File: src/hdl/lca_pkg.sv
package lca_pkg;

    localparam int unsigned CHANNELS    = 4;
    localparam int unsigned NUM_CLASSES = 4;
    localparam int unsigned KINDS       = 4;
    localparam int unsigned CH_W        = 2;
    localparam int unsigned PH_W        = 2;
    localparam int unsigned COL_W       = CH_W + PH_W;
    localparam int unsigned CLS_W       = 2;
    localparam int unsigned WORD_W      = 32;
    localparam int unsigned SCORE_W     = 64;
    localparam int unsigned IN_TDATA_W  = 168;
    localparam int unsigned OUT_TDATA_W = 264;

    localparam logic [PH_W-1:0] LAST_PHASE = PH_W'(KINDS - 1);

    typedef logic signed [WORD_W-1:0]  word_t;
    typedef logic signed [SCORE_W-1:0] score_t;

    typedef enum logic [CLS_W-1:0] {
        CLS_REST,
        CLS_NEXT,
        CLS_CONFIRM,
        CLS_ABORT
    } cls_t;

    typedef enum logic {
        CMD_FEATURE = 1'b0,
        CMD_WEIGHT  = 1'b1
    } cmd_t;

    // control that rides alongside each product through a lane
    typedef struct packed {
        logic valid;
        logic load;
        logic done;
    } lca_ctl_t;

endpackage

File: src/hdl/lca_lane.sv
module lca_lane
    import lca_pkg::*;
(
    input  logic             aclk,
    input  logic             aresetn,
    input  logic             adv,
    input  logic             wr_en,
    input  logic [COL_W-1:0] wr_addr,
    input  word_t            wr_data,
    input  lca_ctl_t         issue,
    input  logic [COL_W-1:0] rd_addr,
    input  word_t            feat,
    input  word_t            intercept,
    output score_t           score,
    output logic             done
);

    word_t    mem [2**COL_W];
    word_t    wt_reg;
    word_t    feat1_reg;
    lca_ctl_t ctl1_reg, ctl2_reg;
    score_t   prod_reg;
    score_t   acc_reg, acc_next;
    logic     done_reg;

    always_ff @(posedge aclk) begin
        if (wr_en) begin
            mem[wr_addr] <= wr_data;
        end
    end

    // read, multiply, accumulate
    always_ff @(posedge aclk) begin
        if (adv) begin
            wt_reg    <= mem[rd_addr];
            feat1_reg <= feat;
            prod_reg  <= score_t'(feat1_reg) * score_t'(wt_reg);
        end
    end

    always_comb begin
        acc_next = (ctl2_reg.load ? score_t'(intercept) : acc_reg) + prod_reg;
    end

    always_ff @(posedge aclk) begin
        if (!aresetn) begin
            ctl1_reg <= '0;
            ctl2_reg <= '0;
            acc_reg  <= '0;
            done_reg <= 1'b0;
        end else if (adv) begin
            ctl1_reg <= issue;
            ctl2_reg <= ctl1_reg;
            if (ctl2_reg.valid) begin
                acc_reg <= acc_next;
            end
            done_reg <= ctl2_reg.valid && ctl2_reg.done;
        end
    end

    assign score = acc_reg;
    assign done  = done_reg;

endmodule

File: config.mk
export PLATFORM = sky130hd
export DESIGN_NAME = lca_lane
export DESIGN_NICKNAME = d
export VERILOG_FILES = /design/src/hdl/lca_pkg.sv /design/src/hdl/lca_lane.sv
export SDC_FILE = /design/constraint.sdc
export NUM_CORES = 2
export LEC_CHECK = 0
export BUFFER_PORTS_ARGS = -buffer_cell sky130_fd_sc_hd__buf_2
export CAP_MARGIN = 20
export CELL_PAD_IN_SITES_DETAIL_PLACEMENT = 0
export CELL_PAD_IN_SITES_GLOBAL_PLACEMENT = 1
export CORE_ASPECT_RATIO = 2
export CORE_MARGIN = 2
export CORE_UTILIZATION = 50
export DETAILED_ROUTE_END_ITERATION = 10
export PLACE_DENSITY = 0.88
export SLEW_MARGIN = 20
export SYNTH_ARGS = -nofsm -noshare
export SYNTH_HDL_FRONTEND = slang
export SYNTH_SLANG_ARGS = --single-unit
File: constraint.sdc
create_clock -name aclk -period 22.8 [get_ports aclk]
set_clock_uncertainty 0.05 [all_clocks]
set_input_delay 4.56 -clock aclk [delete_from_list [all_inputs] [get_ports aclk]]
set_output_delay 4.56 -clock aclk [all_outputs]
set_load 0.1 [all_outputs]
Word-level counts from Yosys, hierarchy flattened
Memory sizes are Yosys's and may differ from the RTL's. A register that Yosys moved wholly into a read port is not among the register bits. Cells that the tools add are included.

$add $sub $neg: 1. $mul: 1. Divide/modulo/power cells: 0. Order comparisons: 0. Eq/ne operators: 0. Shifts and indexed selects: 0. Multiplexer cells: 3. Bitwise gates (word level): 0. Reduce and logical (&&, ||, !) cells: 2.

Operators with widths (number): adder 64 bit (1); multiplier 32 x 32 -> 64 bit (1); two-way mux 64 bit (1); two-way mux 1 bit (2); AND reduction 2 bit (1); logical AND 1 bit (1).

Register bits: 167. Bits in latches: 0. Bits in writable memories: 512. Bits in read-only memories: 0. Input bits: 111. Output and inout bits: 65. Word-level logic and storage cells: 18. Memories: 1.

Memory list: mem (words 16, width 32, read ports 1, clocked after memory_dff 1, wr ports 1, RTL line lca_lane.sv:18) `word_t mem [2**COL_W];`.

Longest topological paths before layout
Depth in word-level cells: 2. Mapped depth: 30. Mapped depth without buffers: 28.

Worst setup path after synthesis
OpenSTA, ideal clock, no wires.

Kind: flip-flop to flip-flop. From: register wt_reg[2], read port of mem. To: register prod_reg[63] (data pin). Setup time: 136 ps. Arrival time: 7907 ps. Required time: 22614 ps. Path slack: 14707 ps. Cell stages (with the launch flop): 28. Buffers on the path: 1. Clock period less this slack: 8093 ps. Path through: edfxtp_1 -> clkbuf_1 -> nand2_1 -> inv_1 -> fa_1 -> fa_1 -> fa_1 -> fa_1 -> inv_1 -> fa_1 -> inv_1 -> fa_1 -> inv_1 -> fa_1 -> inv_1 -> fa_1 -> ha_1 -> a21o_1 -> a21o_1 -> a21o_1 -> a21oi_1 -> nor2b_1 -> o21ai_0 -> nand2_1 -> a211oi_1 -> o21ai_1 -> or4_1 -> nand3_1.

Cells in the longest elaborated chain, start to end: 1.

Ends and longest elaborated chain: start, declared (RTL line lca_lane.sv:19) `word_t wt_reg;`; multiplier 32 x 32 -> 64 bit (RTL line lca_lane.sv:37) `prod_reg <= score_t'(feat1_reg) * score_t'(wt_reg);`; end signal, assigned (RTL line lca_lane.sv:37); end, declared (RTL line lca_lane.sv:22) `score_t prod_reg;`.

Every way passes these cells. A chain may end at the register's enable or synchronous reset.

Final worst setup path
From: register wt_reg[1], read port of mem. To: register prod_reg[60] (data pin).

The elaborated chain is that of the path after synthesis.

==> results_dict.tcl <==
set metrics [dict create \
    grt_pass1_wl_mm 279 \
    ant_nets 0 \
    drt-total-wl_mm 182 \
    multi_input_area_sq_um 40400 \
    root_buffer "clkbuf_16" \
    hp-start "score[30]$_SDFFE_PN0P_" \
    cts_resized 0 \
    cts_buffers 66 \
    grt_pass1_vias 47659 \
    yosysUniqueCellTypes 76 \
    numClockSinks 711 \
    dieArea_sq_um 135000 \
    fin_crit_sh 0.408 \
    syn_area_per_cell_sq_um 11.6 \
    setup-tns-final_ps 0 \
    hold-path-endpoint "score[30]$_SDFFE_PN0P_" \
    num_vias 42821 \
    ioPinCount 176 \
    coreArea_sq_um 131000 \
    synthFlopType "edfxtp_1" \
    hold_violations 0 \
    crit_fanout 32 \
    drt_iter0_markers 3137 \
    area_growth_pct 7.46 \
    worst_pin_slew_ps 1170 \
    cp-start-kind "flop" \
    cts.path.max_buffers 3 \
    worstPathArrival_ps 9660 \
    grt_use_total 0.280 \
    cts-hold-fix-buffers 0 \
    routedWlPerCell_um 24.3 \
    slew_viol_final 0 \
    fp.dieH_um 517 \
    worst_r2r_startpoint "wt_reg[1]$_DFFE_PP_" \
    grt-ovfl-total 0 \
    drive_gt1_frac 0.102 \
    grt_max_degree 84 \
    hold_depth 2 \
    r2r.worst_path.cells 27 \
    htreeDepth 3 \
    r2r-end "prod_reg[60]$_DFFE_PP_" \
    nFillCells 10972 \
    ys_async_sr_fraction 0 \
    fmax_mhz 107 \
    rsz0062_at_grt "no" \
    largest_reg_flops 512 \
    yosysWarnings 0 \
    post-cts-setup-buffers 0 \
    fp.dieW_um 261 \
    finalSetupViolations 0 \
    netlist_area_sq_um 65800 \
    final_common_cell "fa_1" \
    maxSlewHeadroom 0.217 \
    gp_congestion 1.05 \
    seq_area_sq_um 20600 \
    drc 0 \
    worstSetupEndpointType "flop" \
    nets 7148 \
    status "finished clean" \
    path_class "flop to flop" \
    yosysSeqAreaShare 0.313 \
    rows 188 \
    via_per_inst 5.73 \
    min_path_type "flop to flop" \
    syn_nets 7103 \
    drtPass1Iterations 6 \
    fin_crit_ps 9300 \
    synth_cells 5662 \
    ys_ff_latch 711 \
    path_clk_slew_ps 70 \
    cts_tree "yes" \
    antenna_found_initial 8 \
    initial_core_util 0.503 \
    dp_hpwl_mm 129 \
    rrSetupSlack_ps 13500 \
    cap_violations 0 \
    worstPathRequired_ps 23160 \
    synth_edf_count 640 \
    io_buffer_count 175 \
    clk_latency_ps 710 \
    final_cell_mix "1083 x fa_1, 1015 x inv_1, 640 x edfxtp_1" \
]
==> area by class of cell <==
cell class	count	area share
clock inverter	38	0.00598
inverter	1017	0.0540
clock buffer	77	0.0242
sequential	711	0.292
multi-input combinational	3640	0.571
tap	1710	0.0302
timing repair buffer	271	0.0228
antenna	4	0.000141
==> metrics by stage <==
stage          std cells  hold WS, ps  area (sq um)  worst slack [ps]  utilization
2_1_floorplan       5662          420         65800             14710            -
3_3_place_gp        7349          401         68600             13730        0.524
3_5_place_dp        7349          406         68600             13660        0.524
4_1_cts             7464          415         70700             13630        0.540
5_1_grt             7465          426         70700             13090        0.540
6_report            7468          411         70700             13500        0.540
==> routing by layer <==
layer  global-route usage  share of wire
met1                0.305           0.33
met2                0.505           0.53
met3               0.0436          0.069
met4                0.180          0.074
met5                    0        0.00034
==> worst max path at each step <==
stage,startpoint,endpoint,slack [ps],cells after the start
6_report,wt_reg[1]$_DFFE_PP_,prod_reg[60]$_DFFE_PP_,13500,27
5_1_grt,wt_reg[5]$_DFFE_PP_,prod_reg[63]$_DFFE_PP_,13090,29
2_1_floorplan,wt_reg[2]$_DFFE_PP_,prod_reg[63]$_DFFE_PP_,14710,27
4_1_cts,wt_reg[5]$_DFFE_PP_,prod_reg[63]$_DFFE_PP_,13630,29
3_5_place_dp,feat1_reg[31]$_DFFE_PP_,prod_reg[63]$_DFFE_PP_,13660,29
3_3_place_gp,wt_reg[5]$_DFFE_PP_,prod_reg[63]$_DFFE_PP_,13730,29
==> synth_stat cells, drive strengths merged, types with 5 or more instances <==
cell type / instances / share of area
nor3: 24 / 0.0018
nand2: 637 / 0.036
fa: 1083 / 0.33
a311oi: 5 / 0.00086
xor2: 42 / 0.0056
or3: 11 / 0.0010
mux2i: 11 / 0.0017
ha: 247 / 0.047
a31oi: 10 / 0.00095
o21ai: 119 / 0.0090
o221ai: 6 / 0.00080
nand2b: 21 / 0.0020
nor2b: 13 / 0.0012
mux2: 30 / 0.0051
o21bai: 25 / 0.0029
a2111oi: 6 / 0.00091
a211oi: 20 / 0.0023
a21oi: 193 / 0.015
a21boi: 8 / 0.00091
a21o: 55 / 0.0063
o31ai: 6 / 0.00076
buf: 15 / 0.00087
or2: 5 / 0.00048
and2: 520 / 0.049
and3: 14 / 0.0013
o21a: 14 / 0.0016
clkbuf: 279 / 0.016
o211ai: 15 / 0.0017
nand3: 42 / 0.0032
xnor2: 77 / 0.010
edfxtp: 640 / 0.29
inv: 1015 / 0.058
nor4: 5 / 0.00048
a311o: 5 / 0.00076
dfxtp: 71 / 0.022
nor2: 141 / 0.0080
nand4: 26 / 0.0025
mux4: 160 / 0.055
==> cells by family (layout without fill, tap and decap cells) <==
group,Yosys count,count (layout),share of synthesized area
muxes,201,201,0.0615
AOI/OAI and AO/OA,520,520,0.0490
DFF,711,711,0.313
adders and majority gates,1330,1330,0.376
other,0,4,0
buffers and inverters,1311,1403,0.0748
and+or+nand+nor,1470,1470,0.109
xor gates and xnor gates,119,119,0.0158
==> worst max-delay path, stage by stage, from the launching register on <==
cell and delay [ps]:
edfxtp_1 840, and2_1 380, ha_1 290, inv_1 70, fa_1 560, fa_1 450, fa_1 550, inv_1 60
fa_1 510, inv_1 60, fa_1 530, inv_1 50, fa_1 500, inv_1 50, fa_1 490, inv_1 50
ha_1 360, a21oi_1 240, a21boi_0 150, a311oi_1 850, o2111ai_1 340, nand2_1 210, o211a_2 280, nand2b_1 120
a21oi_2 210, o21ai_1 130, a2111oi_1 490, xnor2_1 130
Power is left out: the tool's default activity adds up to more than one toggle a clock period on the data nets, which glitch-free logic cannot reach.
