==> config.mk <==
export PLATFORM = sky130hd
export DESIGN_NAME = lca_merge
export DESIGN_NICKNAME = d
export VERILOG_FILES = /design/src/hdl/lca_pkg.sv /design/src/hdl/lca_merge.sv
export SDC_FILE = /design/constraint.sdc
export NUM_CORES = 1
export LEC_CHECK = 0
export BUFFER_PORTS_ARGS = -buffer_cell sky130_fd_sc_hd__buf_2
export CAP_MARGIN = 40
export CORE_AREA = 4 4 303 156
export DETAILED_ROUTE_END_ITERATION = 8
export DIE_AREA = 0 0 307 160
export HOLD_SLACK_MARGIN = 0.12
export PLACE_DENSITY = 0.85
export SLEW_MARGIN = 30
export SYNTH_ARGS = -nofsm -noshare
export SYNTH_HDL_FRONTEND = slang
export SYNTH_SLANG_ARGS = --single-unit
export TNS_END_PERCENT = 5
==> constraint.sdc <==
create_clock -name aclk -period 16.4 [get_ports aclk]
set_input_delay 3.28 -clock aclk [delete_from_list [all_inputs] [get_ports aclk]]
set_output_delay 3.28 -clock aclk [all_outputs]
set_load 0.1 [all_outputs]
==> src/hdl/lca_pkg.sv <==
package lca_pkg;

    localparam int unsigned CHANNELS    = 4;
    localparam int unsigned NUM_CLASSES = 4;
    localparam int unsigned KINDS       = 4;
    localparam int unsigned CH_W        = 2;
    localparam int unsigned PH_W        = 2;
    localparam int unsigned COL_W       = CH_W + PH_W;
    localparam int unsigned CLS_W       = 2;
    localparam int unsigned WORD_W      = 32;
    localparam int unsigned SCORE_W     = 64;
    localparam int unsigned IN_TDATA_W  = 168;
    localparam int unsigned OUT_TDATA_W = 264;

    localparam logic [PH_W-1:0] LAST_PHASE = PH_W'(KINDS - 1);

    typedef logic signed [WORD_W-1:0]  word_t;
    typedef logic signed [SCORE_W-1:0] score_t;

    typedef enum logic [CLS_W-1:0] {
        CLS_REST,
        CLS_NEXT,
        CLS_CONFIRM,
        CLS_ABORT
    } cls_t;

    typedef enum logic {
        CMD_FEATURE = 1'b0,
        CMD_WEIGHT  = 1'b1
    } cmd_t;

    // control that rides alongside each product through a lane
    typedef struct packed {
        logic valid;
        logic load;
        logic done;
    } lca_ctl_t;

endpackage

==> src/hdl/lca_merge.sv <==
module lca_merge
    import lca_pkg::*;
(
    input  logic   aclk,
    input  logic   aresetn,
    input  score_t lane_score [NUM_CLASSES],
    input  logic   lane_done,
    input  logic   m_ready,
    output logic   adv,
    output logic   m_valid,
    output score_t out_score [NUM_CLASSES],
    output cls_t   out_cmd
);

    logic   a_valid_reg;
    score_t a_score_reg [NUM_CLASSES];
    logic   a_lo_reg, a_hi_reg;
    logic   out_valid_reg;
    score_t out_score_reg [NUM_CLASSES];
    cls_t   cmd_reg, cmd_next;
    score_t lo_v, hi_v;
    logic   hi_win;
    score_t win_v;

    // hold everything only when a result is ready and the output slot is still full
    assign adv = !(a_valid_reg && out_valid_reg && !m_ready);

    always_ff @(posedge aclk) begin
        if (adv && lane_done) begin
            a_score_reg <= lane_score;
            a_lo_reg    <= lane_score[1] > lane_score[0];
            a_hi_reg    <= lane_score[3] > lane_score[2];
        end
    end

    always_comb begin
        lo_v     = a_lo_reg ? a_score_reg[1] : a_score_reg[0];
        hi_v     = a_hi_reg ? a_score_reg[3] : a_score_reg[2];
        // ties stay with the lower pair
        hi_win   = hi_v > lo_v;
        cmd_next = cls_t'({hi_win, hi_win ? a_hi_reg : a_lo_reg});
    end

    always_ff @(posedge aclk) begin
        if (!aresetn) begin
            a_valid_reg   <= 1'b0;
            out_valid_reg <= 1'b0;
        end else begin
            if (adv) begin
                a_valid_reg <= lane_done;
            end
            if (adv && a_valid_reg) begin
                out_valid_reg <= 1'b1;
            end else if (m_ready) begin
                out_valid_reg <= 1'b0;
            end
        end
    end

    always_ff @(posedge aclk) begin
        if (adv && a_valid_reg) begin
            out_score_reg <= a_score_reg;
            cmd_reg       <= cmd_next;
        end
    end

    assign m_valid   = out_valid_reg;
    assign out_score = out_score_reg;
    assign out_cmd   = cmd_reg;
    assign win_v     = out_score_reg[cmd_reg];

    a_win_is_max: assert property (@(posedge aclk) disable iff (!aresetn)
        out_valid_reg |-> win_v >= out_score_reg[0] && win_v >= out_score_reg[1]
                          && win_v >= out_score_reg[2] && win_v >= out_score_reg[3])
        else $error("command is not the highest score");

    a_tie_rest: assert property (@(posedge aclk) disable iff (!aresetn)
        out_valid_reg && cmd_reg != CLS_REST |-> out_score_reg[0] < win_v)
        else $error("tie not resolved to the lower class");

    a_tie_next: assert property (@(posedge aclk) disable iff (!aresetn)
        out_valid_reg && (cmd_reg == CLS_CONFIRM || cmd_reg == CLS_ABORT)
        |-> out_score_reg[1] < win_v)
        else $error("tie not resolved to the lower class");

endmodule

Word level (Yosys, flattened, before mapping)
Index checks and enable logic that the tools add are counted.
{"block": "totals", "latchBits": 0, "word_cells": 28, "mem_count": 0, "rom_bits": 0, "out_inout_bits": 260, "regBits": 518, "ram_bits": 0, "input_bits": 260}
{"block": "classes", "n_mul": 0, "reduce_logical": 7, "add_sub_neg": 0, "shifts": 0, "n_lt_le_gt_ge": 3, "eq_ne": 0, "bitwise_logic": 0, "n_div": 0, "mux": 5}
{"cell": "64-bit > comparator", "n": 3}
{"cell": "64-bit 2-to-1 mux", "n": 2}
{"cell": "1-bit logical AND", "n": 4}
{"cell": "1-bit 2-to-1 mux", "n": 3}
{"cell": "1-bit zero test", "n": 2}
{"cell": "2-bit nonzero test", "n": 1}

Depth between registers and ports, before layout
{"block": "depth", "depth_word": 5, "ltp_mapped": 12, "depth_no_buf": 10}

Worst setup path before layout
No wires, ideal clock.
{"block": "synth_timing", "kind": "input -> register", "from": "input port m_ready", "to": "register cmd_reg[0], in the netlist out_cmd[0] (enable)", "slack_ns": 0.767, "path_buffers": 0, "arrival_time_ns": 14.721, "t_required_ns": 15.488, "setup_ns": 0.912, "cell_stages": 2, "cell_sequence": "nor2b_1 > nor2b_1"}
{"block": "synth_via", "elab_chain_len": 4}
{"item": "from (decl)", "line_no": "lca_merge.sv:8", "rtl": "input logic m_ready,"}
{"item": "1-bit zero test", "line_no": "lca_merge.sv:26", "rtl": "assign adv = !(a_valid_reg && out_valid_reg && !m_ready);"}
{"item": "1-bit logical AND", "line_no": "lca_merge.sv:26"}
{"item": "1-bit zero test", "line_no": "lca_merge.sv:26"}
{"item": "1-bit logical AND", "line_no": "lca_merge.sv:61", "rtl": "if (adv && a_valid_reg) begin"}
{"item": "to (signal assigned)", "line_no": "lca_merge.sv:63", "rtl": "cmd_reg <= cmd_next;"}
{"item": "to (decl)", "line_no": "lca_merge.sv:20", "rtl": "cls_t cmd_reg, cmd_next;"}
No other way between the ends.
A chain may end at the register's enable or synchronous reset.

Worst setup path after layout
{"block": "layout_timing", "from": "input port m_ready", "to": "output port adv"}
{"block": "layout_via", "elab_chain_len": 3}
{"item": "1-bit zero test", "line_no": "lca_merge.sv:26"}
{"item": "1-bit logical AND", "line_no": "lca_merge.sv:26"}
{"item": "1-bit zero test", "line_no": "lca_merge.sv:26"}
{"item": "to (decl)", "line_no": "lca_merge.sv:9", "rtl": "output logic adv,"}
No other way between the ends.

==> impl_metrics.yaml <==
clocking:
  post-cts-setup-buffer-count: 0
  htreeDepth: 2
  clock_latency_ns: 0.56
  clockBufferDepth: 3
  cts_sinks: 518
  clock-root-buffer: "clkbuf_16"
  cts_tree: "yes"
  path_clk_slew_ns: 0.07
  ctsResizeCount: 0
  cts.hold.buffers_added: 0
  cts_made_buffers: 45
floorplan:
  die_area_um2: 49100
  die_y_um: 160
  die_w_um: 307
  core_area_um2: 44700
  rows: 55
  start_util_pct: 48.5
  ioPinCount: 520
yosys:
  synth_edf_count: 516
  synth_area_leaders: "edfxtp_1 71%, ha_1 11%, mux2_2 3.3%"
  ys_types: 46
  synth.top_cell.area_share_pct: 71.5
  yosysSeqAreaShare_pct: 71.7
  synth.most_common_cell: "edfxtp_1"
  synth_nets: 1746
  yosys_register_bits: 518
  async_flop_share_pct: 0
  synthTopCellsByCount: "516 x edfxtp_1, 192 x ha_1, 132 x inv_1, 66 x mux2i_1, 65 x a21oi_1"
  synth_top_flop_cell: "edfxtp_1"
  yosys_warnings: 0
  synth.avg_cell_area_um2: 16.7
  syn_inst: 1294
  synth_top_area_cell: "edfxtp_1"
  syn_area_um2: 21700
drt:
  drcViolationCount: 0
  routedLengthMet1_um: 24500
  viasPerCell: 5.39
  drtIter0Drc: 1392
  via_count: 13500
  met2_wirelength_um: 27200
  post_drt_wl_per_cell_um: 23.4
  top_layer: "met5"
  wl_um: 58400
  dr.pass1.iters: 5
  wl_met3_um: 5140
  ant_nets: 0
critical_path:
  cp_cell_sequence: "buf_2, nor2b_1, nand2_1, buf_2"
  crit_path_start_kind: "input port"
  path_max_fanout: 4
  cp.depth: 4
  critPathRequiredTime_ns: 13.12
  cp.arrival_ns: 4.15
  crit_type: "in2out"
  worstRegToRegCells: 12
  path_common_cell: "buf_2"
  cp-end-kind: "output pin"
  critical_path.slowest_cell: "nor2b_1"
  cp_top_family: "simple AND/OR/NAND/NOR gates"
  slowest_delay_ns: 0.33
  crit_buf_inv: 2
worst_hold_path:
  hold_class: "reg2reg"
  hold_depth: 0
layout:
  areaGrowthSynthToFinish_pct: 23.0
  nNetsFinal: 2312
  layout-drive-gt1-share_pct: 35.3
timing:
  max_slew_margin_pct: 41.5
  setup-tns-final_ns: 0
  hold_ws_ns: 0.434
  setup_viol: 0
  period_minus_slack_ns: 7.43
  max_slew.worst_pin.slew_ns: 0.873
  timing.fmax_mhz: 135
  clock_skew_ns: 0.0217
  fin_crit_sh_pct: 45.3
  maxSlewViolCount: 0
  hold_violations: 0
  rsz0062_at_grt: "false"
global_route:
  grt.total_usage_pct: 23.3
  gr-total-overflow: 0
  grt_pass1_wl_um: 85600
  grt_pass1_vias: 13800
  grt_max_degree: 187
  antenna_found_initial: 11
run:
  maxCapViolations: 0
placement:
  port_buffers: 519
  gp_congestion: 0.914
  post-dp-hpwl_um: 44400
pwr:
  pwr_density_cell_nw_per_um2: 120
  peakVddDrop_v: 0.0000689
  power_leakage_nw: 11.3
outcome:
  status: "finished, final reports clean"
==> through the flow <==
stage               power [mW]  utilization (%)  cell area [um^2]  cells  setup slack [ns]
finish                    3.20             59.7             26700   2498              8.97
detailed placement        2.15             56.3             25200   2409              8.99
floorplan                 2.00                -             21700   1294             0.767
global placement          2.13             56.1             25100   2405              8.98
CTS                       3.21             59.5             26600   2490              8.99
global route              3.32             59.7             26700   2495              8.94
==> area by class of cell <==
type / count / area [um^2]
Multi-Input combinational cell: 630 / 5610
Clock buffer: 53 / 1200
Sequential cell: 518 / 15500
Timing Repair Buffer: 533 / 2820
Tap cell: 598 / 748
Fill cell: 3291 / 18000
Inverter: 132 / 495
Antenna cell: 6 / 15.0
Clock inverter: 28 / 243
==> cell usage in the layout, fill, tap and decap left out, types with 8 or more instances in the layout <==
master     netlist  layout
a211oi_1         9       9
a21o_1          27      27
a21oi_1         65      65
buf_2            0     519
clkbuf_16        0      47
clkinv_1         0       9
clkinv_2         0      11
edfxtp_1       516     516
ha_1           192     192
inv_1          132     132
mux2_2          64      64
mux2i_1         66      66
nand2_1         31      31
nand3_1         17      17
nand4_1         38      38
nor2_1          21      21
nor2b_1          9       8
nor3_1           8       8
o21ai_0         20      20
==> where the power goes <==
part	switching, mW	internal [mW]	leakage, nW
logic	0.413	0.152	5.64
registers	0.0286	1.54	4.95
clock network	0.477	0.587	0.713
total	0.918	2.28	11.3
==> per-layer routing <==
layer	vias to the layer above	global-route usage, %
li1	6149	-
met1	6565	32.3
met2	642	37.3
met3	112	5.69
met4	4	6.11
met5	-	0
==> cells by family after synthesis <==
logic type | after synthesis | synth area share, %
flip-flops | 518 | 71.7
adder cells (fa/ha/maj) | 192 | 11.1
AO/OA/AOI/OAI | 161 | 4.72
buffers and inverters | 146 | 2.53
AND/OR/NAND/NOR | 146 | 3.57
multiplexers | 130 | 6.37
XOR/XNOR | 1 | 0.0404
==> worst register-to-register path, stage by stage, from the launching register on <==
cell	delay (ns)
edfxtp_1	0.49
buf_4	0.43
buf_4	0.58
mux2_2	0.48
ha_1	0.34
a21oi_1	0.16
o21ai_0	0.26
a221oi_1	0.42
nor2_1	0.08
o31ai_1	0.55
o211ai_1	0.33
mux2i_1	0.26
nand4b_1	0.11
==> final timing paths <==
path | start | to | slack [ns]
worst min register to register | a_score_reg[55]$_DFFE_PP_ | out_score[55]$_DFFE_PP_ | 0.43
worst max register to register | a_hi_reg$_DFFE_PP_ | out_cmd[0]$_DFFE_PP_ | 11.66
worst min-delay path | a_score_reg[55]$_DFFE_PP_ | out_score[55]$_DFFE_PP_ | 0.43
worst max-delay path | m_ready | adv | 8.97
Note: power is estimated with default switching activity, not from simulation.
