==> src/hdl/lca_pkg.sv <==
package lca_pkg;

    localparam int unsigned CHANNELS    = 4;
    localparam int unsigned NUM_CLASSES = 4;
    localparam int unsigned KINDS       = 4;
    localparam int unsigned CH_W        = 2;
    localparam int unsigned PH_W        = 2;
    localparam int unsigned COL_W       = CH_W + PH_W;
    localparam int unsigned CLS_W       = 2;
    localparam int unsigned WORD_W      = 32;
    localparam int unsigned SCORE_W     = 64;
    localparam int unsigned IN_TDATA_W  = 168;
    localparam int unsigned OUT_TDATA_W = 264;

    localparam logic [PH_W-1:0] LAST_PHASE = PH_W'(KINDS - 1);

    typedef logic signed [WORD_W-1:0]  word_t;
    typedef logic signed [SCORE_W-1:0] score_t;

    typedef enum logic [CLS_W-1:0] {
        CLS_REST,
        CLS_NEXT,
        CLS_CONFIRM,
        CLS_ABORT
    } cls_t;

    typedef enum logic {
        CMD_FEATURE = 1'b0,
        CMD_WEIGHT  = 1'b1
    } cmd_t;

    // control that rides alongside each product through a lane
    typedef struct packed {
        logic valid;
        logic load;
        logic done;
    } lca_ctl_t;

endpackage

==> src/hdl/lca_seq.sv <==
module lca_seq
    import lca_pkg::*;
(
    input  logic             aclk,
    input  logic             aresetn,
    input  logic             adv,
    input  logic             in_valid,
    input  cmd_t             in_cmd,
    input  logic [CH_W-1:0]  in_channel,
    input  word_t            in_feat [KINDS],
    output logic             in_ready,
    output lca_ctl_t         issue,
    output logic [COL_W-1:0] rd_addr,
    output word_t            feat
);

    logic            busy_reg, busy_next;
    logic [PH_W-1:0] phase_reg, phase_next;
    logic            first_reg, last_reg;
    logic [CH_W-1:0] chan_reg;
    word_t           feat_reg [KINDS];
    logic            chan_ok;
    logic            take;

    assign in_ready = adv && (!busy_reg || phase_reg == LAST_PHASE);
    assign chan_ok  = 32'(in_channel) < CHANNELS;
    assign take     = in_valid && in_ready && in_cmd == CMD_FEATURE && chan_ok;

    always_comb begin
        busy_next  = busy_reg;
        phase_next = phase_reg;
        if (adv && busy_reg) begin
            if (phase_reg == LAST_PHASE) begin
                busy_next = 1'b0;
            end else begin
                phase_next = phase_reg + 1'b1;
            end
        end
        if (take) begin
            busy_next  = 1'b1;
            phase_next = '0;
        end
    end

    always_ff @(posedge aclk) begin
        if (!aresetn) begin
            busy_reg  <= 1'b0;
            phase_reg <= '0;
        end else begin
            busy_reg  <= busy_next;
            phase_reg <= phase_next;
        end
    end

    always_ff @(posedge aclk) begin
        if (take) begin
            chan_reg  <= in_channel;
            first_reg <= in_channel == '0;
            last_reg  <= 32'(in_channel) == CHANNELS - 1;
            feat_reg  <= in_feat;
        end
    end

    // one feature kind per cycle while adv is high, all lanes in step
    assign issue.valid = busy_reg;
    assign issue.load  = first_reg && phase_reg == '0;
    assign issue.done  = last_reg && phase_reg == LAST_PHASE;
    assign rd_addr     = {chan_reg, phase_reg};
    assign feat        = feat_reg[phase_reg];

    a_mid_item_blocks: assert property (@(posedge aclk) disable iff (!aresetn)
        busy_reg && phase_reg != LAST_PHASE |-> !in_ready)
        else $error("word accepted in the middle of an item");

    a_phase_steps: assert property (@(posedge aclk) disable iff (!aresetn)
        busy_reg && adv && phase_reg != LAST_PHASE
        |=> busy_reg && phase_reg == $past(phase_reg) + 1'b1)
        else $error("phase did not advance");

    a_take_starts: assert property (@(posedge aclk) disable iff (!aresetn)
        take |=> busy_reg && phase_reg == '0)
        else $error("feature word did not start at phase zero");

endmodule

==> config.mk <==
export PLATFORM = sky130hd
export DESIGN_NAME = lca_seq
export DESIGN_NICKNAME = d
export VERILOG_FILES = /design/src/hdl/lca_pkg.sv /design/src/hdl/lca_seq.sv
export SDC_FILE = /design/constraint.sdc
export NUM_CORES = 1
export LEC_CHECK = 0
export ABC_CLOCK_PERIOD_IN_PS = 3900
export BUFFER_PORTS_ARGS = -buffer_cell sky130_fd_sc_hd__clkbuf_2
export CAP_MARGIN = 25
export CORE_MARGIN = 2
export CORE_UTILIZATION = 45
export DETAILED_ROUTE_END_ITERATION = 8
export PLACE_DENSITY = 0.84
export SLEW_MARGIN = 20
export SYNTH_ARGS = -nofsm -noshare
export SYNTH_HDL_FRONTEND = slang
export SYNTH_SLANG_ARGS = --single-unit
export TNS_END_PERCENT = 20
==> constraint.sdc <==
create_clock -name aclk -period 3.9 [get_ports aclk]
set_input_delay 0.195 -clock aclk [delete_from_list [all_inputs] [get_ports aclk]]
set_output_delay 0.195 -clock aclk [all_outputs]
set_load 0.01 [all_outputs]
==> impl_metrics.tcl, run 1 <==
set metrics [dict create \
    synth_cell_type_count 20 \
    post-synth-top-area-cell "sky130_fd_sc_hd__edfxtp_1" \
    synth_compound_area_frac 0.00301 \
    dp_hpwl_mm 6.21 \
    synth_enable_flop_cells 132 \
    gpl.final_weighted_congestion 0.675 \
    synth.top_cells.by_count "sky130_fd_sc_hd__edfxtp_1, sky130_fd_sc_hd__mux4_2, sky130_fd_sc_hd__and2_1, sky130_fd_sc_hd__buf_2" \
    numClockSinks 135 \
    synth_xor_area_frac 0.00176 \
    cts_htree_levels 4 \
    dp_cells 502 \
    yosys_warnings 0 \
    die_width_um 109 \
    postCtsHoldBufs 108 \
    async_flop_share 0 \
    tritoncts.num_buffers 17 \
    main_combinational_cell_family_by_area_after_synthesis "multiplexers" \
    error_line "[ERROR RSZ-0060] Max buffer count reached." \
    post_synth_fa_ha_maj_area_fraction 0.00502 \
    outcome "stopped before the end" \
    postSynthCellCount 194 \
    seq_area_frac_synth 0.807 \
    synth_fp_nets 331 \
    clk_path_buf_depth 2 \
    post-place-ws_ns 1.45 \
    synth.top_cell.area_share 0.795 \
    dominantRegCellSynth "sky130_fd_sc_hd__edfxtp_1" \
    synth_simple_gate_area_frac 0.0135 \
    netlist_area_um2 4990 \
    haltStage "clock tree synthesis (4_1_cts)" \
    initial_core_util 0.460 \
    number_of_synthesized_register_bits 135 \
    synth_most_common_cell "sky130_fd_sc_hd__edfxtp_1" \
    synth.area.top_cells "sky130_fd_sc_hd__edfxtp_1, sky130_fd_sc_hd__mux4_2, sky130_fd_sc_hd__mux4_1" \
    cts_setup_buffers 0 \
    synth_area_per_inst_um2 25.7 \
    clk_root_buffer_cell "sky130_fd_sc_hd__clkbuf_8" \
    chipHeight_um 109 \
    io_buffers 174 \
    fp-row-count 38 \
    cts-resized-gates 0 \
    floorplan.io_pins 175 \
    synth.area.mux_share 0.149 \
]
==> metrics by stage <==
step	area, um^2	util
3_5_place_dp	5980	0.551
2_1_floorplan	4990	-
3_3_place_gp	5980	0.551
==> cells by family after synthesis <==
logic type | Yosys count
buffers and inverters | 11
flip-flops | 135
AND/OR/NAND/NOR | 10
multiplexers | 33
adder cells (fa/ha/maj) | 2
XOR/XNOR | 1
AO/OA/AOI/OAI | 2
==> inputs of run 2 (changes only) <==
Settings changed: ABC_CLOCK_PERIOD_IN_PS 3900 to 5070, CORE_UTILIZATION 45 to 33, PLACE_DENSITY 0.84 to default, PLACE_DENSITY_LB_ADDON from default to 0.15.
Clock period 3.9 ns to 5.07 ns, I/O delays scaled along.
==> run 2 against run 1 <==
Area after synthesis is the same; synthesized cell count is the same; the run now ends clean.
==> impl_metrics.tcl, run 2 <==
set metrics [dict create \
    postSynthCellCount 194 \
    post-place-ws_ns 2.31 \
    timing.final.crit_share 0.532 \
    design.final.nets 613 \
    critical_path.max_fanout 19 \
    maximum_vdd_drop_mv 0.228 \
    synth.area.top_cells "sky130_fd_sc_hd__edfxtp_1, sky130_fd_sc_hd__mux4_2, sky130_fd_sc_hd__mux4_1" \
    yosys_warnings 0 \
    cts_setup_buffers 0 \
    clk_transition_reported_paths_ns 0.05 \
    setup_slack_ns 2.37 \
    post-synth-top-area-cell "sky130_fd_sc_hd__edfxtp_1" \
    leakage_nw 2.91 \
    synth_most_common_cell "sky130_fd_sc_hd__edfxtp_1" \
    internal_power_w 0.00225 \
    grt_pass1_vias 3153 \
    grt_util_all_layers 0.139 \
    diodes 0 \
    clk-insertion-delay-late_ns 0.42 \
    critPathArrivalTime_ns 2.44 \
    async_flop_share 0 \
    cp-end-kind "output port" \
    maxCapViolCount 0 \
    final-max-slew-violation-count 0 \
    setup.worst_path.start_class "register" \
    hold-worst-slack_ns 0.0197 \
    fp.dieArea_um2 16100 \
    layout-area-overhead-vs-synth_pct 53.1 \
    largest_register_ffs 128 \
    clk_path_buf_depth 2 \
    holdCritPathClass "in -> reg" \
    floorplan.io_pins 175 \
    dp_hpwl_mm 6.43 \
    fp-row-count 44 \
    critical_path_class "reg -> out" \
    min-delay-start "in_feat[70]" \
    antenna_found_initial 0 \
    fill_cells 1223 \
    outcome "complete, no violations" \
    core_region_area_um2 14600 \
    clockPowerShare 0.476 \
    synth_cell_type_count 20 \
    numClockSinks 135 \
    remaining_drc_errors 0 \
    area.sequential_um2 4030 \
    achievable-frequency_mhz 371 \
    chipHeight_um 127 \
    synth_area_per_inst_um2 25.7 \
    overflow 0 \
    crit-reg2reg-launch "phase_reg[0]" \
    seq_area_frac_synth 0.807 \
    tritoncts "built" \
    layout_common_cells "sky130_fd_sc_hd__clkbuf_2, sky130_fd_sc_hd__edfxtp_1, sky130_fd_sc_hd__dlygate4sd3_1, sky130_fd_sc_hd__mux4_2, sky130_fd_sc_hd__clkbuf_16" \
    drtPass1Iterations 6 \
    power.density_cell_area_nw_per_um2 364 \
    seqPwrFrac 0.459 \
    clk_root_buffer_cell "sky130_fd_sc_hd__clkbuf_16" \
    critPathRequiredTime_ns 4.82 \
    synth.top_cells.by_count "sky130_fd_sc_hd__edfxtp_1, sky130_fd_sc_hd__mux4_2, sky130_fd_sc_hd__and2_1, sky130_fd_sc_hd__buf_2" \
    route.detailed.vias_per_inst 4.42 \
    report.final.setup_viol 0 \
    timing.final.hold_violations 0 \
    multi_input_area_um2 862 \
    cts_htree_levels 4 \
    routedWlPerCell_um 15.9 \
    number_of_synthesized_register_bits 135 \
    synth_enable_flop_cells 132 \
    most_frequent_standard_cell_in_the_layout_excluding_fill_and_tap_cells "sky130_fd_sc_hd__clkbuf_2" \
    p_comb_frac 0.065 \
    gpl.final_weighted_congestion 0.696 \
    power.net_switching_w 0.000531 \
    core_utilization_of_the_finished_layout 0.522 \
    postCtsHoldBufs 92 \
    grt_pass1_wl_mm 16.3 \
    synth.top_cell.area_share 0.795 \
    cp-startpoint "phase_reg[0]" \
    grt_setup_unrepaired "no" \
    period_minus_slack_ns 2.70 \
    layout_cells_sized_above_1 0.487 \
    io_buffers 174 \
    first_iter_violations 168 \
    tritoncts.num_buffers 17 \
    cts-resized-gates 0 \
    clock-skew-final_ns 0.00574 \
    fin_tns_setup_ns 0 \
    netlist_area_um2 4990 \
    timing_worst_slew_pin_value_ns 0.702 \
    normalized_max_slew_margin 0.532 \
    detailroute.via_count 2974 \
    synth_fp_nets 331 \
    power.switching_fraction 0.191 \
    dominantRegCellSynth "sky130_fd_sc_hd__edfxtp_1" \
    antenna_violating_nets_post_route 0 \
    initial_core_util 0.341 \
    die_width_um 127 \
    totalWireLength_mm 10.7 \
    maximum_number_of_pins_on_one_net_before_global_route_repair 136 \
]
[run 2: cell counts after synthesis]
No cell type changed its count.
[run 2: final cells by class]
class / instances / share of cell area
clock buffers: 18 / 0.0562
inverters: 2 / 0.000983
flip-flops and latches: 135 / 0.527
well taps: 184 / 0.0301
multi-input cells: 48 / 0.113
clock inverters: 14 / 0.0270
repair buffers: 272 / 0.246
[run 2: stage by stage]
step / cells / power (W) / cell area [um^2]
floorplan: 194 / 0.00135 / 4990
global placement: 545 / 0.00142 / 6020
detailed placement: 545 / 0.00142 / 6020
CTS: 669 / 0.00281 / 7580
global route: 673 / 0.00287 / 7640
finish: 673 / 0.00278 / 7640
[run 2: worst max-delay path, stage by stage (launching register included)]
cell,delay [ns]
sky130_fd_sc_hd__dfxtp_2,0.78
sky130_fd_sc_hd__buf_4,0.47
sky130_fd_sc_hd__mux4_1,0.59
sky130_fd_sc_hd__clkbuf_2,0.16
[run 2: worst paths after layout]
check / to / slack, ns / cells after the start
max: feat[28] / 2.37 / 3
min: feat_reg[70] / 0.02 / 1
max reg2reg: feat_reg[39] / 2.65 / 4
min reg2reg: busy_reg / 0.66 / 2
[run 2: logic make-up (layout without fill, tap and decap cells)]
kind of cell             after synthesis  in the layout  share of synthesized area
adder cells (fa/ha/maj)                2              2                    0.00502
multiplexers                          33             33                      0.149
AO/OA/AOI/OAI                          2              2                    0.00301
AND/OR/NAND/NOR                       10             10                     0.0135
flip-flops                           135            135                      0.807
XOR/XNOR                               1              1                    0.00176
buffers and inverters                 11            306                     0.0213
[run 2: layer usage]
metal | wire [um] | vias to the layer above | GRT usage
met5 | 0 | - | 0
met2 | 5180 | 119 | 0.216
met4 | 187 | 0 | 0.0679
met3 | 831 | 17 | 0.0557
li1 | - | 1397 | -
met1 | 4510 | 1441 | 0.168
[run 2: power by group through the flow]
| stage | registers [W] | clock network, W | logic (W) |
|---|---|---|---|
| after floorplan | 0.00130 | 0 | 0.0000528 |
| after global placement | 0.00130 | 0 | 0.000120 |
| final | 0.00127 | 0.00132 | 0.000181 |
| after CTS | 0.00128 | 0.00135 | 0.000180 |
| after global routing | 0.00128 | 0.00140 | 0.000197 |
| after detailed placement | 0.00130 | 0 | 0.000122 |
Power figures use the tool's default switching activity.
==> inputs of run 3 (changes only) <==
Settings changed: ABC_AREA from default to 1, ABC_CLOCK_PERIOD_IN_PS 5070 to 2600.
Clock period 5.07 ns to 2.6 ns, I/O delays scaled along.
==> run 3 against run 2 <==
Count of clock-buffer cells in the layout stayed put; register-to-register slack worse by 2.0 ns; via count is 33% higher; synthesized cell count is 97% higher; hold slack better by 0.056 ns; area after synthesis is 4.0% higher; critical path type unchanged.
==> impl_metrics.tcl, run 3 <==
set metrics [dict create \
    outcome "complete, no violations" \
    detailroute.via_count 3946 \
    floorplan.io_pins 175 \
    power.switching_fraction 0.197 \
    clock-skew-final_ns 0.00895 \
    clockPowerShare 0.471 \
    final-max-slew-violation-count 0 \
    numClockSinks 135 \
    synth_area_per_inst_um2 13.6 \
    tritoncts "built" \
    clk_transition_reported_paths_ns 0.05 \
    cpPeakStageDelay_ns 0.49 \
    leakage_nw 3.28 \
    cp-end-kind "output port" \
    timing_worst_slew_pin_value_ns 0.613 \
    drtPass1Iterations 4 \
    maxCapViolCount 0 \
    overflow 0 \
    chipHeight_um 129 \
    synth.area.top_cells "sky130_fd_sc_hd__edfxtp_1, sky130_fd_sc_hd__nor2_1, sky130_fd_sc_hd__o21ai_1" \
    clk_root_buffer_cell "sky130_fd_sc_hd__clkbuf_16" \
    holdCritPathClass "in -> reg" \
    final_area_um2 8210 \
    totalWireLength_mm 12.9 \
    initial_core_util 0.340 \
    layout_cells_sized_above_1 0.308 \
    critPathArrivalTime_ns 2.08 \
    core_region_area_um2 15300 \
    routedWlPerCell_um 14.1 \
    grt_pass1_vias 4096 \
    antenna_violating_nets_post_route 0 \
    synth_enable_flop_cells 132 \
    fp.dieArea_um2 16700 \
    seqPwrFrac 0.453 \
    layout-area-overhead-vs-synth_pct 58.2 \
    synth.top_cell.area_share 0.764 \
    maximum_vdd_drop_mv 0.441 \
    layout_common_cells "sky130_fd_sc_hd__clkbuf_2, sky130_fd_sc_hd__edfxtp_1, sky130_fd_sc_hd__dlygate4sd3_1, sky130_fd_sc_hd__nor2_1, sky130_fd_sc_hd__o21ai_1" \
    postSynthCellCount 382 \
    post-synth-top-area-cell "sky130_fd_sc_hd__edfxtp_1" \
    post-place-ws_ns 0.659 \
    timing.final.crit_share 0.850 \
    seq_area_frac_synth 0.776 \
    finalNonFillerCells 913 \
    critical_path.max_fanout 35 \
    p_comb_frac 0.076 \
    number_of_synthesized_register_bits 135 \
    crit_chain "inv_2 -> buf_12 -> o21ai_0 -> o21ai_1 -> clkbuf_2" \
    most_frequent_standard_cell_in_the_layout_excluding_fill_and_tap_cells "sky130_fd_sc_hd__clkbuf_2" \
    synth_fp_nets 519 \
    clk_path_buf_depth 2 \
    antenna_found_initial 0 \
    grt_setup_unrepaired "no" \
    grt_util_all_layers 0.160 \
    gpl.final_weighted_congestion 0.750 \
    die_width_um 129 \
    dp_cells 750 \
    report.final.setup_viol 0 \
    diodes 0 \
    io_buffers 174 \
    critical_path_class "reg -> out" \
    achievable-frequency_mhz 453 \
    remaining_drc_errors 0 \
    fp-row-count 45 \
    async_flop_share 0 \
    cts_htree_levels 4 \
    dominantRegCellSynth "sky130_fd_sc_hd__edfxtp_1" \
    internal_power_w 0.00440 \
    clk-insertion-delay-late_ns 0.42 \
    setup_slack_ns 0.391 \
    netlist_area_um2 5190 \
    dp_hpwl_mm 7.44 \
    maximum_number_of_pins_on_one_net_before_global_route_repair 107 \
    route.detailed.vias_per_inst 4.32 \
    design.final.nets 826 \
    cts_setup_buffers 0 \
    normalized_max_slew_margin 0.591 \
    core_utilization_of_the_finished_layout 0.538 \
    setup.worst_path.start_class "register" \
    yosys_warnings 0 \
    cp_slowest_cell "sky130_fd_sc_hd__inv_2" \
    grt_pass1_wl_mm 20.0 \
    timing.final.hold_violations 0 \
    synth_cell_type_count 16 \
    critPathRequiredTime_ns 2.47 \
    period_minus_slack_ns 2.21 \
    design_power_total_w 0.00548 \
    tritoncts.num_buffers 17 \
    first_iter_violations 277 \
    power.density_cell_area_nw_per_um2 668 \
    dpl_cell_area_um2 6260 \
    synth_most_common_cell "sky130_fd_sc_hd__edfxtp_1" \
    synth.top_cells.by_count "sky130_fd_sc_hd__edfxtp_1, sky130_fd_sc_hd__nor2_1, sky130_fd_sc_hd__o21ai_1" \
    power.net_switching_w 0.00108 \
    largest_register_ffs 128 \
]
run 3: cell types whose count changed after synthesis, sizes merged, moves of 4 or more:
cell,change
o21ai,+97
buf,+10
nand2,+10
mux4,-32
and2,-4
nor2,+99
inv,+9
run 3: final cells by class:
| cell class | count | area (um^2) |
|---|---|---|
| clock buffer | 18 | 429 |
| clock inverter | 14 | 206 |
| fill | 1318 | 7050 |
| inverter | 11 | 47.5 |
| multi-input combinational | 214 | 973 |
| sequential | 135 | 4030 |
| tap | 211 | 264 |
| timing repair buffer | 310 | 2260 |
run 3: final timing paths:
path / end / cells past startpoint / start / slack, ns
max: feat[2] / 5 / phase_reg[0] / 0.39
min: busy_reg / 4 / in_cmd / 0.08
max reg2reg: feat_reg[119] / 6 / phase_reg[0] / 0.64
min reg2reg: phase_reg[1] / 4 / phase_reg[1] / 0.57
run 3: power groups by stage:
| stage | Sequential (W) | Clock, W | Combinational, W |
|---|---|---|---|
| after global routing | 0.00249 | 0.00272 | 0.000457 |
| after floorplan | 0.00253 | 0 | 0.000106 |
| final | 0.00248 | 0.00258 | 0.000419 |
| after detailed placement | 0.00253 | 0 | 0.000263 |
| after CTS | 0.00248 | 0.00263 | 0.000420 |
| after global placement | 0.00253 | 0 | 0.000260 |
run 3: timing repair:
action	4_1_cts	5_1_grt
endpoints found under the setup margin	0	0
hold buffers	131	0
endpoints found under the hold margin	135	0
resized for setup	0	0
run 3: through the flow:
stage,TNS (ns),hold WS [ns]
after floorplan,-61.25,0.229
after global placement,0,0.307
after detailed placement,0,0.309
after CTS,0,0.0574
after global routing,0,0.102
final,0,0.0759
run 3: layer usage:
metal	vias to the layer above	wire length, um	share of wire	GRT usage
met1	1824	5320	0.41	0.179
met3	25	589	0.046	0.0450
met4	0	292	0.023	0.0754
met2	110	6710	0.52	0.283
li1	1987	-	-	-
met5	-	0	0	0
run 3: logic make-up after synthesis:
family | Yosys count | share of synthesized area
adder cells (fa/ha/maj) | 2 | 0.00482
AND/OR/NAND/NOR | 114 | 0.0840
AO/OA/AOI/OAI | 98 | 0.0951
buffers and inverters | 33 | 0.0403
flip-flops | 135 | 0.776
run 3: worst max-delay path: cells and delay by family (launching register included):
family / cells / cell delay (ns)
AO/OA/AOI/OAI: 2 / 0.29
buffers and inverters: 3 / 0.93
flip-flops: 1 / 0.44
